--- src/rtl/cfc_pkg.sv ---
// Shared constants, codes and types of the centered FIR correlator.
// Used by every module under rtl; depends on nothing else.
package cfc_pkg;

	localparam int MAX_TAPS      = 16;
	localparam int SAMPLE_BITS   = 16;
	localparam int COEF_BITS     = 16;
	localparam int PROD_BITS     = SAMPLE_BITS + COEF_BITS;
	localparam int GROUP         = 4;
	localparam int GROUPS        = MAX_TAPS / GROUP;
	localparam int PART_BITS     = PROD_BITS + 2;
	localparam int OUT_BITS      = 36;
	localparam int TAP_WORDS     = 4;
	localparam int CNT_BITS      = 5;
	localparam int HALF_BITS     = 4;
	localparam int CFG_IDX_BITS  = 3;
	localparam int CFG_DATA_BITS = 64;
	localparam int QUEUE_DEPTH   = 4;
	localparam int QPTR_BITS     = 2;
	localparam int QCNT_BITS     = 3;

	// Configuration register indexes.
	localparam logic [CFG_IDX_BITS-1:0] REG_TAP_COUNT = 3'd0;
	localparam logic [CFG_IDX_BITS-1:0] REG_TAPS_0    = 3'd1;
	localparam logic [CFG_IDX_BITS-1:0] REG_TAPS_1    = 3'd2;
	localparam logic [CFG_IDX_BITS-1:0] REG_TAPS_2    = 3'd3;
	localparam logic [CFG_IDX_BITS-1:0] REG_TAPS_3    = 3'd4;

	// One step for the back end: shift a sample in, maybe give an output,
	// maybe clear the delay line afterwards.
	typedef struct packed {
		logic signed [SAMPLE_BITS-1:0] sample;
		logic                          emit;
		logic                          last;
		logic                          clear;
	} cmd_t;

	typedef struct packed {
		logic flushing;
		logic pushing;
	} front_stat_t;

	typedef logic [TAP_WORDS-1:0][CFG_DATA_BITS-1:0] tap_words_t;

endpackage

--- src/rtl/cfc_front.sv ---
// Front end: accepts samples, tracks the sequence count and expands the final
// sample into zero-padded flush steps. Depends on cfc_pkg.
module cfc_front import cfc_pkg::*; (
	input  logic                          clk,
	input  logic                          arst_n,
	input  logic                          push,
	output logic                          full,
	input  logic signed [SAMPLE_BITS-1:0] sample,
	input  logic                          final_sample,
	input  logic [CNT_BITS-1:0]           taps_act,
	output logic                          cmd_push,
	output cmd_t                          cmd,
	input  logic                          cmd_full,
	output front_stat_t                   stat
);

	logic [CNT_BITS-1:0]  seen_q;
	logic [CNT_BITS-1:0]  seen_hold_q;
	logic [HALF_BITS-1:0] half_q;
	logic [HALF_BITS-1:0] z_q;
	logic                 flush_q;

	logic [HALF_BITS-1:0] half;
	logic [CNT_BITS-1:0]  seen_n;
	logic                 accept;
	logic                 flush_step;
	logic                 flush_end;

	assign half       = taps_act[HALF_BITS:1];
	assign full       = flush_q || cmd_full;
	assign accept     = push && !full;
	assign flush_step = flush_q && !cmd_full;
	assign flush_end  = (z_q == half_q);
	assign seen_n     = (seen_q == CNT_BITS'(MAX_TAPS)) ? seen_q : seen_q + 1'b1;

	assign cmd_push      = accept || flush_step;
	assign stat.flushing = flush_q;
	assign stat.pushing  = cmd_push;

	always_comb begin
		if (flush_q) begin
			cmd.sample = '0;
			// Output index seen-1+z is due once it reaches half.
			cmd.emit   = ({1'b0, seen_hold_q} + {2'b00, z_q}) > {2'b00, half_q};
			cmd.last   = flush_end;
			cmd.clear  = flush_end;
		end else begin
			cmd.sample = sample;
			cmd.emit   = seen_n > {1'b0, half};
			cmd.last   = final_sample && (half == '0);
			cmd.clear  = final_sample && (half == '0);
		end
	end

	always_ff @(posedge clk or negedge arst_n) begin
		if (!arst_n) begin
			seen_q  <= '0;
			flush_q <= 1'b0;
			z_q     <= '0;
		end else if (accept) begin
			if (final_sample) begin
				seen_q <= '0;
				if (half != '0) begin
					flush_q <= 1'b1;
					z_q     <= HALF_BITS'(1);
				end
			end else begin
				seen_q <= seen_n;
			end
		end else if (flush_step) begin
			if (flush_end) begin
				flush_q <= 1'b0;
			end else begin
				z_q <= z_q + 1'b1;
			end
		end
	end

	always_ff @(posedge clk) begin
		if (accept && final_sample) begin
			seen_hold_q <= seen_n;
			half_q      <= half;
		end
	end

endmodule

--- config.mk ---
export PLATFORM = sky130hd
export DESIGN_NAME = cfc_front
export DESIGN_NICKNAME = d
export VERILOG_FILES = /design/src/rtl/cfc_pkg.sv /design/src/rtl/cfc_front.sv
export SDC_FILE = /design/constraint.sdc
export NUM_CORES = 1
export LEC_CHECK = 0
export ABC_AREA = 1
export BUFFER_PORTS_ARGS = -buffer_cell sky130_fd_sc_hd__buf_2
export CAP_MARGIN = 10
export CORE_ASPECT_RATIO = 0.75
export CORE_UTILIZATION = 40
export DETAILED_ROUTE_END_ITERATION = 8
export MAX_ROUTING_LAYER = met4
export PLACE_DENSITY = 0.74
export SYNTH_ARGS = -nofsm -noshare
export SYNTH_HDL_FRONTEND = slang
export SYNTH_SLANG_ARGS = --single-unit
--- constraint.sdc ---
create_clock -name clk -period 1.8 [get_ports clk]
set_input_delay 0.18 -clock clk [delete_from_list [all_inputs] [get_ports clk]]
set_output_delay 0.18 -clock clk [all_outputs]
set_load 0.005 [all_outputs]
==> results.cfg <==
[routing]
viasPerCell = 4.36
antenna_left = 0
dr_total_vias = 1452
drt-total-wl_mm = 3.50
first_iter_violations = 36
first_pass_iters = 4
wl_per_cell_um = 10.5
drc = 0

[floorplanning]
rows = 19
die_x_um = 74.3
core_area_mm2 = 0.00371
dieArea_mm2 = 0.00418
die_h_um = 56.3
start_util = 0.423
io_pins = 49

[critical_path]
crit_required_ns = 1.62
regToRegSetupSlack_ns = 0.34
timing.rr.end = seen_hold_q[0]$_DFFE_PP_
worst_setup_path_end_kind = output pin
r2r_cells = 6
startpoint = seen_hold_q[1]$_DFFE_PP_
critPathArrivalTime_ns = 2.25
cp_max_fo = 2
startpoint_type = register
worstSetupPathType = reg2out
r2r-start = seen_q[0]$_DFFE_PN0P_

[finish]
multiInputGateArea_um2 = 848
fin_nets = 325
seqCellArea_um2 = 520
drive_above_1_share = 0.338
syn2layout_area_growth_pct = 33.1
final_area_mm2 = 0.00209
fillCellCount = 347
antennaDiodeCount = 0

[placed_design]
dpl_cell_area_mm2 = 0.00198
routabilityCongestion = 0.788
port-buffer-count = 47
pre_cts_slack_ns = -0.331
hpwlAfterDp_mm = 2.80

[global_routing]
antenna_found_initial = 0
grt_first_pass_wirelength_mm = 5.53
track_usage = 0.180
grt_max_degree = 18
grt_pass1_vias = 1264
grt.overflow.total = 0

[min_path]
min_to = half_q[2]$_DFFE_PP_
hold_path.class = in2reg
min-delay-start = taps_act[3]
hold_depth = 1

[synth]
synth_nets = 256
synth_cell_types = 27
synth_area_mm2 = 0.00157
synth.avg_cell_area_um2 = 7.37
synthCells = 213
yosys_register_bits = 19
ys_seq_area_frac = 0.331
synth_warnings = 0

[timing]
max_clock_freq_mhz = 412
relSlewSlack = 0.748
post-route-period-util = 1.35
setup_viol = 1
report.final.slew_viol_count = 0
period_needed_ns = 2.43
fin_ws_ns = -0.628
rsz0062_at_grt = yes
tightest_slew_ns = 0.378
fin_skew_ns = 0.00369
hold_viol_final = 0

[clock_tree]
clock_path_buffers = 2
cts-buffers-inserted = 3
clock_latency_ns = 0.26
cts_sinks = 19
root_buffer = clkbuf_8
tritoncts = built
cts_max_level = 1
clkSlewWorstSetupHoldPaths_ns = 0.07

[run_status]
failed_checks = negative setup slack
status = finished, violations left

[power]
p_leak_uw = 0.00124
irDropWorstVdd_mv = 0.696
powerDensity_mw_per_mm2 = 1200
power.total_uw = 2510

[run]
maxCapViolCount = 0
-- cell type report --
class,instances,area share
clock buffers,3,0.0197
clock inverters,1,0.00239
inverters,52,0.0993
multi-input cells,137,0.406
flip-flops and latches,19,0.249
well taps,52,0.0311
repair buffers,69,0.193
-- worst max path at each step --
| stage | to | slack [ns] | depth (start not counted) |
|---|---|---|---|
| 6_report | cmd[2] | -0.63 | 13 |
| 5_1_grt | cmd[2] | -0.78 | 14 |
| 4_1_cts | cmd[2] | -0.61 | 13 |
| 3_5_place_dp | cmd[2] | -0.33 | 14 |
| 3_3_place_gp | cmd[2] | -0.31 | 13 |
| 2_1_floorplan | cmd[2] | -0.16 | 12 |
-- stage by stage --
step / utilization / setup TNS (ns) / hold WS (ns) / std cells
floorplan: - / -0.156 / -0.116 / 213
global placement: 0.534 / -0.306 / 0.0601 / 326
detailed placement: 0.534 / -0.331 / 0.0605 / 326
CTS: 0.551 / -0.611 / 0.105 / 331
global route: 0.564 / -0.777 / 0.0979 / 333
finish: 0.564 / -0.628 / 0.105 / 333
-- cells in the final DEF (no fill, tap or decap), types with 2 or more instances in the layout --
cell type / instances
clkbuf_8: 3
a21oi_1: 3
ha_2: 2
buf_2: 47
edfxtp_1: 9
buf_4: 21
o22ai_1: 4
nor2_1: 24
inv_1: 49
dfrtp_1: 10
nand2_2: 2
nand2_1: 46
ha_1: 13
nand4_1: 2
nand3_2: 3
or2_4: 2
nand3_1: 15
xor2_1: 5
nor2_2: 3
o21ai_0: 2
nand2_4: 4
-- kinds of logic (layout without fill, tap and decap cells) --
kind of cell,count (synthesis),after routing,synth area share
simple gates,103,103,0.300
compound gates,11,11,0.0382
buf+inv,57,125,0.156
fa+ha+maj,17,17,0.140
flops,19,19,0.331
xor+xnor,6,6,0.0335
-- critical path, stage by stage (launching register included) --
cell	delay [ns]
edfxtp_1	0.42
buf_4	0.16
fa_2	0.38
xor2_1	0.17
ha_1	0.26
nand2_1	0.05
inv_1	0.04
nand2_1	0.05
nand2_1	0.04
nand2_1	0.06
nand2_1	0.06
nor2_2	0.12
nor2_1	0.05
buf_2	0.12
-- routing by layer --
layer | wire, um | global-route usage | vias to the layer above
met3 | 78 | 0.0377 | 3
li1 | - | - | 786
met2 | 1750 | 0.288 | 13
met5 | 0 | - | -
met4 | 8 | 0.0243 | 0
met1 | 1670 | 0.240 | 650
-- state kept, by name (all words and copies together) (netlist names) --
name,count
flush_q,1
seen_q,5
z_q,4
half_q,4
seen_hold_q,5
-- Yosys cell counts --
library cell	n	area share
inv_4	1	0.0040
fa_1	1	0.013
xnor2_1	1	0.0056
nand3_1	17	0.054
buf_4	3	0.014
nand2_2	1	0.0040
or2_4	2	0.011
nand4_1	2	0.0080
o21ai_0	3	0.0096
a21oi_1	3	0.0096
inv_6	1	0.0056
inv_1	49	0.12
o22ai_1	4	0.016
xor2_1	5	0.028
buf_6	1	0.0072
dfrtp_1	10	0.16
nand3_2	1	0.0064
nor2_1	27	0.065
ha_1	16	0.13
and2_1	1	0.0040
o21ai_1	1	0.0032
clkinv_4	1	0.0056
edfxtp_1	9	0.17
nand2_4	4	0.029
clkbuf_1	1	0.0024
nand2_1	47	0.11
nor2_4	1	0.0072
-- repair_timing --
item | 4_1_cts | 5_1_grt
hold endpoints to repair | 10 | 0
gates resized for setup | 3 | 7
endpoints found under the setup margin | 3 | 3
buffers inserted | 0 | 2
pin swaps | 0 | 5
hold buffers | 1 | 0
-- power breakdown --
group	total [uW]	leakage, uW	internal (uW)	switching [uW]
clock	304	0.0000255	154	150
sequential	646	0.000216	558	87.9
combinational	1560	0.000997	752	810
(Power assumes the default switching activity.)
