[src/rtl/cfc_pkg.sv]
// Shared constants, codes and types of the centered FIR correlator.
// Used by every module under rtl; depends on nothing else.
package cfc_pkg;

	localparam int MAX_TAPS      = 16;
	localparam int SAMPLE_BITS   = 16;
	localparam int COEF_BITS     = 16;
	localparam int PROD_BITS     = SAMPLE_BITS + COEF_BITS;
	localparam int GROUP         = 4;
	localparam int GROUPS        = MAX_TAPS / GROUP;
	localparam int PART_BITS     = PROD_BITS + 2;
	localparam int OUT_BITS      = 36;
	localparam int TAP_WORDS     = 4;
	localparam int CNT_BITS      = 5;
	localparam int HALF_BITS     = 4;
	localparam int CFG_IDX_BITS  = 3;
	localparam int CFG_DATA_BITS = 64;
	localparam int QUEUE_DEPTH   = 4;
	localparam int QPTR_BITS     = 2;
	localparam int QCNT_BITS     = 3;

	// Configuration register indexes.
	localparam logic [CFG_IDX_BITS-1:0] REG_TAP_COUNT = 3'd0;
	localparam logic [CFG_IDX_BITS-1:0] REG_TAPS_0    = 3'd1;
	localparam logic [CFG_IDX_BITS-1:0] REG_TAPS_1    = 3'd2;
	localparam logic [CFG_IDX_BITS-1:0] REG_TAPS_2    = 3'd3;
	localparam logic [CFG_IDX_BITS-1:0] REG_TAPS_3    = 3'd4;

	// One step for the back end: shift a sample in, maybe give an output,
	// maybe clear the delay line afterwards.
	typedef struct packed {
		logic signed [SAMPLE_BITS-1:0] sample;
		logic                          emit;
		logic                          last;
		logic                          clear;
	} cmd_t;

	typedef struct packed {
		logic flushing;
		logic pushing;
	} front_stat_t;

	typedef logic [TAP_WORDS-1:0][CFG_DATA_BITS-1:0] tap_words_t;

endpackage

[src/rtl/cfc_cmd_queue.sv]
// Short queue of steps between the front end and the filter back end.
// Depends on cfc_pkg.
module cfc_cmd_queue import cfc_pkg::*; (
	input  logic clk,
	input  logic arst_n,
	input  logic push,
	input  cmd_t din,
	output logic full,
	input  logic pop,
	output cmd_t dout,
	output logic empty
);

	cmd_t                 mem_q [QUEUE_DEPTH];
	logic [QPTR_BITS-1:0] wr_q;
	logic [QPTR_BITS-1:0] rd_q;
	logic [QCNT_BITS-1:0] cnt_q;
	logic                 do_push;
	logic                 do_pop;

	assign full    = (cnt_q == QCNT_BITS'(QUEUE_DEPTH));
	assign empty   = (cnt_q == '0);
	assign do_push = push && !full;
	assign do_pop  = pop && !empty;
	assign dout    = mem_q[rd_q];

	always_ff @(posedge clk or negedge arst_n) begin
		if (!arst_n) begin
			wr_q  <= '0;
			rd_q  <= '0;
			cnt_q <= '0;
		end else begin
			if (do_push) begin
				wr_q <= wr_q + 1'b1;
			end
			if (do_pop) begin
				rd_q <= rd_q + 1'b1;
			end
			if (do_push && !do_pop) begin
				cnt_q <= cnt_q + 1'b1;
			end else if (do_pop && !do_push) begin
				cnt_q <= cnt_q - 1'b1;
			end
		end
	end

	always_ff @(posedge clk) begin
		if (do_push) begin
			mem_q[wr_q] <= din;
		end
	end

endmodule

[config.mk]
export PLATFORM = sky130hd
export DESIGN_NAME = cfc_cmd_queue
export DESIGN_NICKNAME = d
export VERILOG_FILES = /design/src/rtl/cfc_pkg.sv /design/src/rtl/cfc_cmd_queue.sv
export SDC_FILE = /design/constraint.sdc
export NUM_CORES = 1
export LEC_CHECK = 0
export BUFFER_PORTS_ARGS = -buffer_cell sky130_fd_sc_hd__buf_2
export CORE_MARGIN = 2
export CORE_UTILIZATION = 40
export DETAILED_ROUTE_END_ITERATION = 6
export GPL_TIMING_DRIVEN = 0
export HOLD_SLACK_MARGIN = 0.12
export PLACE_DENSITY_LB_ADDON = 0.1
export SKIP_CTS_REPAIR_TIMING = 1
export SLEW_MARGIN = 20
export SYNTH_ARGS = -nofsm -noshare
export SYNTH_HDL_FRONTEND = slang
export SYNTH_SLANG_ARGS = --single-unit
[constraint.sdc]
create_clock -name clk -period 2 [get_ports clk]
set_input_delay 0.2 -clock clk [delete_from_list [all_inputs] [get_ports clk]]
set_output_delay 0.2 -clock clk [all_outputs]
set_load 0.01 [all_outputs]
==> reports/metrics.yaml, run 1 <==
async_flop_share_pct: 8.43
grt_pass1_vias: 1612
antenna_found_initial: 0
num_io_pins: 44
ys.flop_type: "edfxtp_1"
synth_edf_count: 76
synth_fp_nets: 164
yosysMostFrequentCell: "edfxtp_1"
viasPerCell: 4.76
slew_headroom_pct: 64.0
cap_violations: 0
drtIter0Drc: 96
synth_seq_area_share_pct: 77.8
dp_cells: 280
dr_total_vias: 1523
highest_layer: "met4"
drc_errors: 0
crit_arrival_ns: 2.31
grt_pass1_wl_um: 8280
outcome: "complete, but fails checks"
synth_top_area_share_pct: 72.2
row_count: 32
r2r_setup_slack_ns: -0.04
antenna_cells: 0
hold_violations: 0
h-tree-depth: 3
p_per_area_mw_per_mm2: 1370
drive_gt1_share_pct: 46.3
crit_type: "reg -> reg"
cp_data_required_time_ns: 2.27
syn_avg_cell_area_um2: 23.4
hp-class: "in -> reg"
critPathLaunchType: "flop"
gr-total-overflow: 0
final_area_mm2: 0.00398
clock_latency_ns: 0.35
area.growth.synth_to_final_pct: 25.9
yosysUniqueCellTypes: 21
yosysWarnings: 0
setup-tns-final_ns: -0.0377
cts.sinks: 83
finClkSkew_ns: 0.00780
dpl_cell_area_mm2: 0.00350
crit_path_end_kind: "flop"
wl_per_cell_um: 16.7
drv_slew: 0
netlist_instances: 135
wl_met2_um: 2770
fill_cells: 655
setup_violations: 1
routed_wl_um: 5350
violations: "negative setup slack"
gr-usage-all-layers_pct: 13.6
place.gp.congestion: 0.632
drt-met1-wl_um: 2260
cellLeakagePower_nw: 1.42
io_buffers: 43
instances_no_fill: 320
hpwlAfterDp_um: 3340
multi_input_area_um2: 684
cts_buffers: 9
ant_nets: 0
min_period_ns: 2.04
rsz0062_at_grt: "true"
coreArea_mm2: 0.00769
worst_slack_ns: -0.0377
fin_util_pct: 51.7
fp.dieH_um: 92.9
grt_max_degree: 20
final_nets: 242
seqCellArea_mm2: 0.00246
finalCritPeriodShare_pct: 102
synth_area_mm2: 0.00316
tritoncts: "yes"
synth-seq-cells: 83
cts_buffer_depth: 2
ys_top_cells_by_area: "edfxtp_1, mux4_2, dfrtp_1, ha_1, xnor2_1"
worstPathMaxFanout: 4
route.met3.wl_um: 203
die_area_mm2: 0.00862
fp.dieW_um: 92.9
firstDrtPassIters: 3
tightestPinTransition_ns: 0.540
synth_area_leader_cell: "edfxtp_1"
clkTransAtPathRegs_ns: 0.08
fmax_mhz: 491
root_buffer: "clkbuf_8"
synth_commonest_cells: "edfxtp_1, mux4_2, dfrtp_1"
peakVddDrop_mv: 0.682
initial_core_util_pct: 41.1
## power breakdown
group / switching (mW) / internal, mW
Sequential: 0.129 / 2.32
Combinational: 0.905 / 0.915
Clock: 0.609 / 0.585
## logic make-up after synthesis
logic type	after synthesis	share of synthesized area (%)
flip-flops	83	77.8
XOR/XNOR	6	1.66
multiplexers	21	14.4
adder cells (fa/ha/maj)	6	2.61
AND/OR/NAND/NOR	10	1.98
buffers and inverters	9	1.58
## cells in the final DEF (no fill, tap or decap), drive strengths merged
master,count
clkinv,2
nand2,1
xnor2,4
nand3,1
or3,1
nor2b,1
dfrtp,7
inv,6
bufinv,1
edfxtp,76
mux4,19
mux2,2
fa,1
buf,51
clkinvlp,2
ha,5
dlygate4sd3,20
nor3b,1
and2,4
xor2,2
clkbuf,10
nor2,1
## stage by stage
stage | hold WS, ns | setup WS, ns | total power, mW
after global routing | 0.138 | -0.120 | 5.78
after floorplan | -0.0956 | 0.0230 | 3.62
after global placement | 0.0367 | -0.0513 | 4.14
after detailed placement | 0.0432 | -0.223 | 4.23
final | 0.138 | -0.0377 | 5.46
after CTS | -0.348 | -0.257 | 5.42
## path summary, 6_finish.rpt
check,start,end,cells after the start
worst max-delay path,cnt_q[1],cnt_q[2],8
worst min-delay path,pop,rd_q[0],3
worst max register to register,cnt_q[1],cnt_q[2],8
worst min register to register,cnt_q[2],cnt_q[2],1
max in group asynchronous,arst_n,cnt_q[1],2
min in group asynchronous,arst_n,cnt_q[0],2
## metal layers
metal / up-vias / global-route usage, %
met5: - / 0
met4: 0 / 6.99
met3: 9 / 3.99
met2: 33 / 23.7
met1: 785 / 15.2
li1: 696 / -
## flip-flops by register name, indices dropped and copies added, names as in the netlist
name   flops
wr_q       2
cnt_q      3
mem_q     76
rd_q       2
## worst max-delay path: stages (launching register included)
cell and delay (ns):
dfrtp_2 0.45, or3_4 0.40, nand2_4 0.10, ha_4 0.13, inv_2 0.04, fa_2 0.34
xor2_1 0.15, nor2_1 0.17, xor2_1 0.18
## layout make-up
type	count	area share (%)
clock inverter	7	1.92
clock buffer	9	3.12
inverter	4	0.378
sequential	83	61.9
tap	102	3.21
multi-input combinational	43	17.2
buffer	5	1.10
timing repair buffer	67	11.2
Note: power is estimated with default switching activity, not from simulation.
==> run 2: changes to the inputs <==
--- a/config.mk
+++ b/config.mk
@@ -6,8 +6,10 @@
 export NUM_CORES = 1
 export LEC_CHECK = 0
 export BUFFER_PORTS_ARGS = -buffer_cell sky130_fd_sc_hd__buf_2
+export CELL_PAD_IN_SITES_DETAIL_PLACEMENT = 0
+export CELL_PAD_IN_SITES_GLOBAL_PLACEMENT = 2
 export CORE_MARGIN = 2
-export CORE_UTILIZATION = 40
+export CORE_UTILIZATION = 39
 export DETAILED_ROUTE_END_ITERATION = 6
 export GPL_TIMING_DRIVEN = 0
 export HOLD_SLACK_MARGIN = 0.12
==> reports/metrics.yaml, run 2 (synthesis gave the netlist of run 1 again) <==
hpwlAfterDp_um: 3140  # -5.8%
cellLeakagePower_nw: 1.42  # -0.53%
drc_errors: 0  # unchanged
drive_gt1_share_pct: 43.6  # -2.7 points
final_common_cell: "edfxtp_1"
outcome: "complete, but fails checks"
slew_headroom_pct: 63.1  # -0.91 points
worstPathMaxFanout: 4  # unchanged
fill_cells: 641  # -2.1%
ant_nets: 0  # unchanged
routed_wl_um: 5130  # -4.0%
initial_core_util_pct: 40.5  # -0.63 points
setup-tns-final_ns: -0.0329  # +0.00484 ns
clkTransAtPathRegs_ns: 0.07  # about the same
min_period_ns: 2.03  # -0.00484 ns
cts_buffer_depth: 2  # unchanged
p_per_area_mw_per_mm2: 1340  # -2.7%
row_count: 32  # unchanged
io_buffers: 43  # unchanged
drv_slew: 0  # unchanged
peakVddDrop_mv: 0.604  # -11%
worst_slack_ns: -0.0329  # +0.00484 ns
final_nets: 244  # +0.83%
fp.dieH_um: 94.0  # +1.2%
place.gp.congestion: 0.740  # +17%
gr-usage-all-layers_pct: 12.1  # -1.5 points
crit_path_end_kind: "flop"
grt_max_degree: 20  # unchanged
area.growth.synth_to_final_pct: 25.0
h-tree-depth: 3  # unchanged
finClkSkew_ns: 0.00291  # -0.00488 ns
drtIter0Drc: 100  # +4.2%
hold_violations: 0  # unchanged
antenna_found_initial: 0  # unchanged
num_io_pins: 44  # unchanged
viasPerCell: 4.72  # -0.88%
fin_util_pct: 50.6  # -1.1 points
crit_type: "reg -> reg"
largestRegisters: "mem_q (76), cnt_q (3)"
violations: "negative setup slack"
antenna_cells: 0  # unchanged
tritoncts: "yes"
final_cell_mix: "edfxtp_1, buf_2, dlygate4sd3_1"
critPathLaunchType: "flop"
cts.sinks: 83  # unchanged
firstDrtPassIters: 4  # +1
regMostFlops: "mem_q"
dr_total_vias: 1519  # -0.26%
clock_latency_ns: 0.33  # -0.02 ns
cts_buffers: 9  # unchanged
tightestPinTransition_ns: 0.554  # +0.0136 ns
die_area_mm2: 0.00884  # +2.5%
gr-total-overflow: 0  # unchanged
grt_pass1_vias: 1490  # -7.6%
setup_violations: 1  # unchanged
rsz0062_at_grt: "true"
grt_pass1_wl_um: 7620  # -8.0%
fmax_mhz: 492  # +0.24%
hp-class: "in -> reg"
largest_reg_flops: 76  # unchanged
cp_data_required_time_ns: 2.25  # -0.02 ns
fp.dieW_um: 94.0  # +1.2%
crit_arrival_ns: 2.29  # -0.02 ns
root_buffer: "clkbuf_8"
finalCritPeriodShare_pct: 102  # -0.24 points
coreArea_mm2: 0.00781  # +1.6%
cap_violations: 0  # unchanged
wl_per_cell_um: 15.9  # -4.6%
run 2: per-layer routing:
metal / GRT usage (%) / wire, um / vias up
li1: - / - / 702
met1: 14.7 / 2240 / 773
met2: 20.4 / 2630 / 38
met3: 3.21 / 204 / 6
met4: 5.43 / 56 / 0
met5: 0 / 0 / -
run 2: worst paths after layout:
kind / from / endpoint / slack, ns / cells after the start
setup / recovery: cnt_q[1] / cnt_q[2] / -0.03 / 8
hold / removal: pop / rd_q[1] / 0.18 / 3
setup reg to reg: cnt_q[1] / cnt_q[2] / -0.03 / 8
hold reg to reg: cnt_q[0] / cnt_q[0] / 0.49 / 1
max in group asynchronous: arst_n / cnt_q[0] / 1.60 / 2
min in group asynchronous: arst_n / cnt_q[1] / 0.23 / 2
run 2: report_power, final:
group          switching [mW]  total (mW)  internal [mW]  leakage [nW]
combinational           0.918        1.86          0.946         0.568
sequential              0.127        2.45           2.32         0.776
clock                   0.521       0.966          0.445        0.0727
run 2: layout make-up:
type	instances	area [um2]	share of cell area (%)
clock inverter	3	15.0	0.380
clock buffer	13	139	3.52
buffer	5	36.3	0.919
inverter	4	15.0	0.380
multi-input combinational	43	692	17.5
timing repair buffer	69	464	11.8
sequential	83	2460	62.3
tap	102	128	3.23
run 2: through the flow:
| step | setup slack (ns) | cell area [um2] | cells | hold WS [ns] | power, mW |
|---|---|---|---|---|---|
| floorplan | 0.0230 | 3160 | 135 | -0.0956 | 3.62 |
| global placement | -0.0777 | 3500 | 280 | 0.0405 | 4.15 |
| detailed placement | -0.182 | 3500 | 280 | 0.0469 | 4.22 |
| CTS | -0.176 | 3660 | 296 | -0.320 | 5.19 |
| global route | -0.119 | 3950 | 322 | 0.195 | 5.57 |
| finish | -0.0329 | 3950 | 322 | 0.183 | 5.28 |
run 2: critical path, cell delays in order (launching register included):
cell     delay [ns]
dfrtp_2        0.44
or3_4          0.41
nand2_4        0.08
ha_4           0.13
inv_2          0.04
fa_1           0.42
xor2_1         0.15
nor2_1         0.11
xor2_1         0.17
==> run 3: changes to the inputs <==
--- a/config.mk
+++ b/config.mk
@@ -5,9 +5,10 @@
 export SDC_FILE = /design/constraint.sdc
 export NUM_CORES = 1
 export LEC_CHECK = 0
-export BUFFER_PORTS_ARGS = -buffer_cell sky130_fd_sc_hd__buf_2
+export BUFFER_PORTS_ARGS = -buffer_cell sky130_fd_sc_hd__clkbuf_2
 export CELL_PAD_IN_SITES_DETAIL_PLACEMENT = 0
 export CELL_PAD_IN_SITES_GLOBAL_PLACEMENT = 2
+export CORE_ASPECT_RATIO = 1.1
 export CORE_MARGIN = 2
 export CORE_UTILIZATION = 39
 export DETAILED_ROUTE_END_ITERATION = 6
==> constraint.sdc (replaced) <==
create_clock -name clk -period 1.7 [get_ports clk]
set_input_delay 0.17 -clock clk [delete_from_list [all_inputs] [get_ports clk]]
set_output_delay 0.17 -clock clk [all_outputs]
set_load 0.01 [all_outputs]
==> reports/metrics.yaml, run 3 (synthesis gave the netlist of run 1 again) <==
grt_use_met1_pct: 15.9  # +1.2 points
wl_per_cell_um: 16.7  # +4.6%
coreArea_mm2: 0.00787  # +0.80%
drv_slew: 0  # unchanged
grt_use_met3_pct: 3.40  # +0.18 points
hpwlAfterDp_um: 3320  # +5.7%
grt_pass1_wl_um: 8590  # +13%
combPwrFrac_pct: 33.8  # -1.5 points
num_io_pins: 44  # unchanged
firstDrtPassIters: 4  # unchanged
power.share.clock_pct: 19.9  # +1.6 points
setup_violations: 96  # +95
routed_wl_um: 5390  # +5.0%
viasPerCell: 4.72  # about the same
hold_violations: 0  # unchanged
cp_data_required_time_ns: 1.95  # -0.30 ns
fp.dieW_um: 89.8  # -4.5%
row_count: 34  # +6.3%
critPathLaunchType: "flop"
cellLeakagePower_nw: 1.40  # -1.2%
min_period_ns: 2.02  # -0.00987 ns
cts.sinks: 83  # unchanged
largestRegisters: "mem_q (76), cnt_q (3)"
grt_max_degree: 20  # unchanged
slew_headroom_pct: 62.1  # -1.0 points
met2_usage_pct: 22.3  # +1.8 points
place.gp.congestion: 0.686  # -7.2%
worstPathMaxFanout: 4  # unchanged
dpl_worst_slack_ns: -0.342  # -0.159 ns
worst_slack_ns: -0.323  # -0.290 ns
final_nets: 239  # -2.0%
fmax_mhz: 494  # +0.49%
cts_buffer_depth: 2  # unchanged
setup-tns-final_ns: -5.99  # -5.96 ns
final_cell_mix: "edfxtp_1, clkbuf_2, dlygate4sd3_1"
r2r_end: "cnt_q[2]"
clkTransAtPathRegs_ns: 0.08  # about the same
antenna_cells: 0  # unchanged
tritoncts: "yes"
final_common_cell: "edfxtp_1"
area.growth.synth_to_final_pct: 24.8
hp-class: "in -> reg"
busiest_layer: "met2"
swShare_pct: 31.0  # +1.4 points
crit_start: "cnt_q[1]"
clock_latency_ns: 0.34  # about the same
p_seq_share_pct: 46.3  # about the same
worstHoldEndpoint: "rd_q[0]"
worstHoldStart: "pop"
finClkSkew_ns: 0.00926  # +0.00635 ns
cts_buffers: 9  # unchanged
root_buffer: "clkbuf_8"
crit_path_end_kind: "flop"
violations: "negative setup slack"
peakVddDrop_mv: 0.792  # +31%
outcome: "complete, but fails checks"
p_per_area_mw_per_mm2: 1590  # +19%
crit_arrival_ns: 2.28  # about the same
drive_gt1_share_pct: 45.1  # +1.5 points
h-tree-depth: 3  # unchanged
cap_violations: 0  # unchanged
drc_errors: 0  # unchanged
gr-usage-all-layers_pct: 13.1  # +0.98 points
r2r-start: "cnt_q[1]"
regMostFlops: "mem_q"
grt_pass1_vias: 1601  # +7.4%
hold_path_depth: 3  # unchanged
r2r_setup_slack_ns: -0.32  # -0.29 ns
initial_core_util_pct: 40.1  # -0.32 points
rsz0062_at_grt: "true"
ant_nets: 0  # unchanged
finalCritPeriodShare_pct: 119  # +17 points
p_int_mw: 4.32  # +16%
gr-total-overflow: 0  # unchanged
crit_type: "reg -> reg"
fin_util_pct: 50.1  # -0.47 points
io_buffers: 43  # unchanged
rr_worst_depth: 8  # unchanged
fp.dieH_um: 98.4  # +4.7%
die_area_mm2: 0.00884  # about the same
dr_total_vias: 1525  # +0.39%
finalHoldWorstSlack_ns: 0.130  # -0.0523 ns
tightestPinTransition_ns: 0.569  # +0.0153 ns
power.switching_mw: 1.94  # +24%
drtIter0Drc: 94  # -6.0%
largest_reg_flops: 76  # unchanged
antenna_found_initial: 0  # unchanged
-- run 3: area by class of cell --
cell class	instances	area (um2)
repair buffers	64	423
flip-flops and latches	83	2460
inverters	4	15.0
multi-input cells	43	684
clock buffers	9	124
clock inverters	7	51.3
plain buffers	5	51.3
well taps	108	135
fillers	655	3930
-- run 3: worst max path at each step --
stage               endpoint  cells past startpoint
detailed placement  cnt_q[2]                      8
global placement    cnt_q[2]                      8
global route        cnt_q[2]                      8
floorplan           cnt_q[1]                      7
CTS                 cnt_q[2]                      8
finish              cnt_q[2]                      8
-- run 3: routing by layer --
layer / vias to the layer above / wire length [um] / share of wire (%)
met4: 0 / 90 / 1.7
li1: 696 / - / -
met3: 9 / 176 / 3.3
met2: 29 / 2810 / 52
met5: - / 0 / 0
met1: 791 / 2310 / 43
-- run 3: stage by stage --
stage	power (mW)	instances	cell area [um2]
after detailed placement	5.03	286	3540
after CTS	6.28	302	3710
after global routing	6.63	323	3940
after floorplan	4.30	135	3190
after global placement	4.92	286	3540
final	6.26	323	3940
-- run 3: worst max-delay path, stage by stage (launching register included) --
cell and delay, ns:
dfrtp_2 0.44, or3_4 0.42, nand2_4 0.09, ha_4 0.14, inv_2 0.04, fa_2 0.33, xor2_1 0.15, nor2_1 0.14
xor2_1 0.18
-- run 3: power groups by stage --
stage                     Combinational (mW)  Clock [mW]  Sequential [mW]
final                                   2.12        1.24             2.90
after floorplan                         1.42           0             2.88
after global placement                  2.02           0             2.90
after detailed placement                2.10           0             2.93
after CTS                               2.10        1.29             2.89
after global routing                    2.32        1.37             2.94
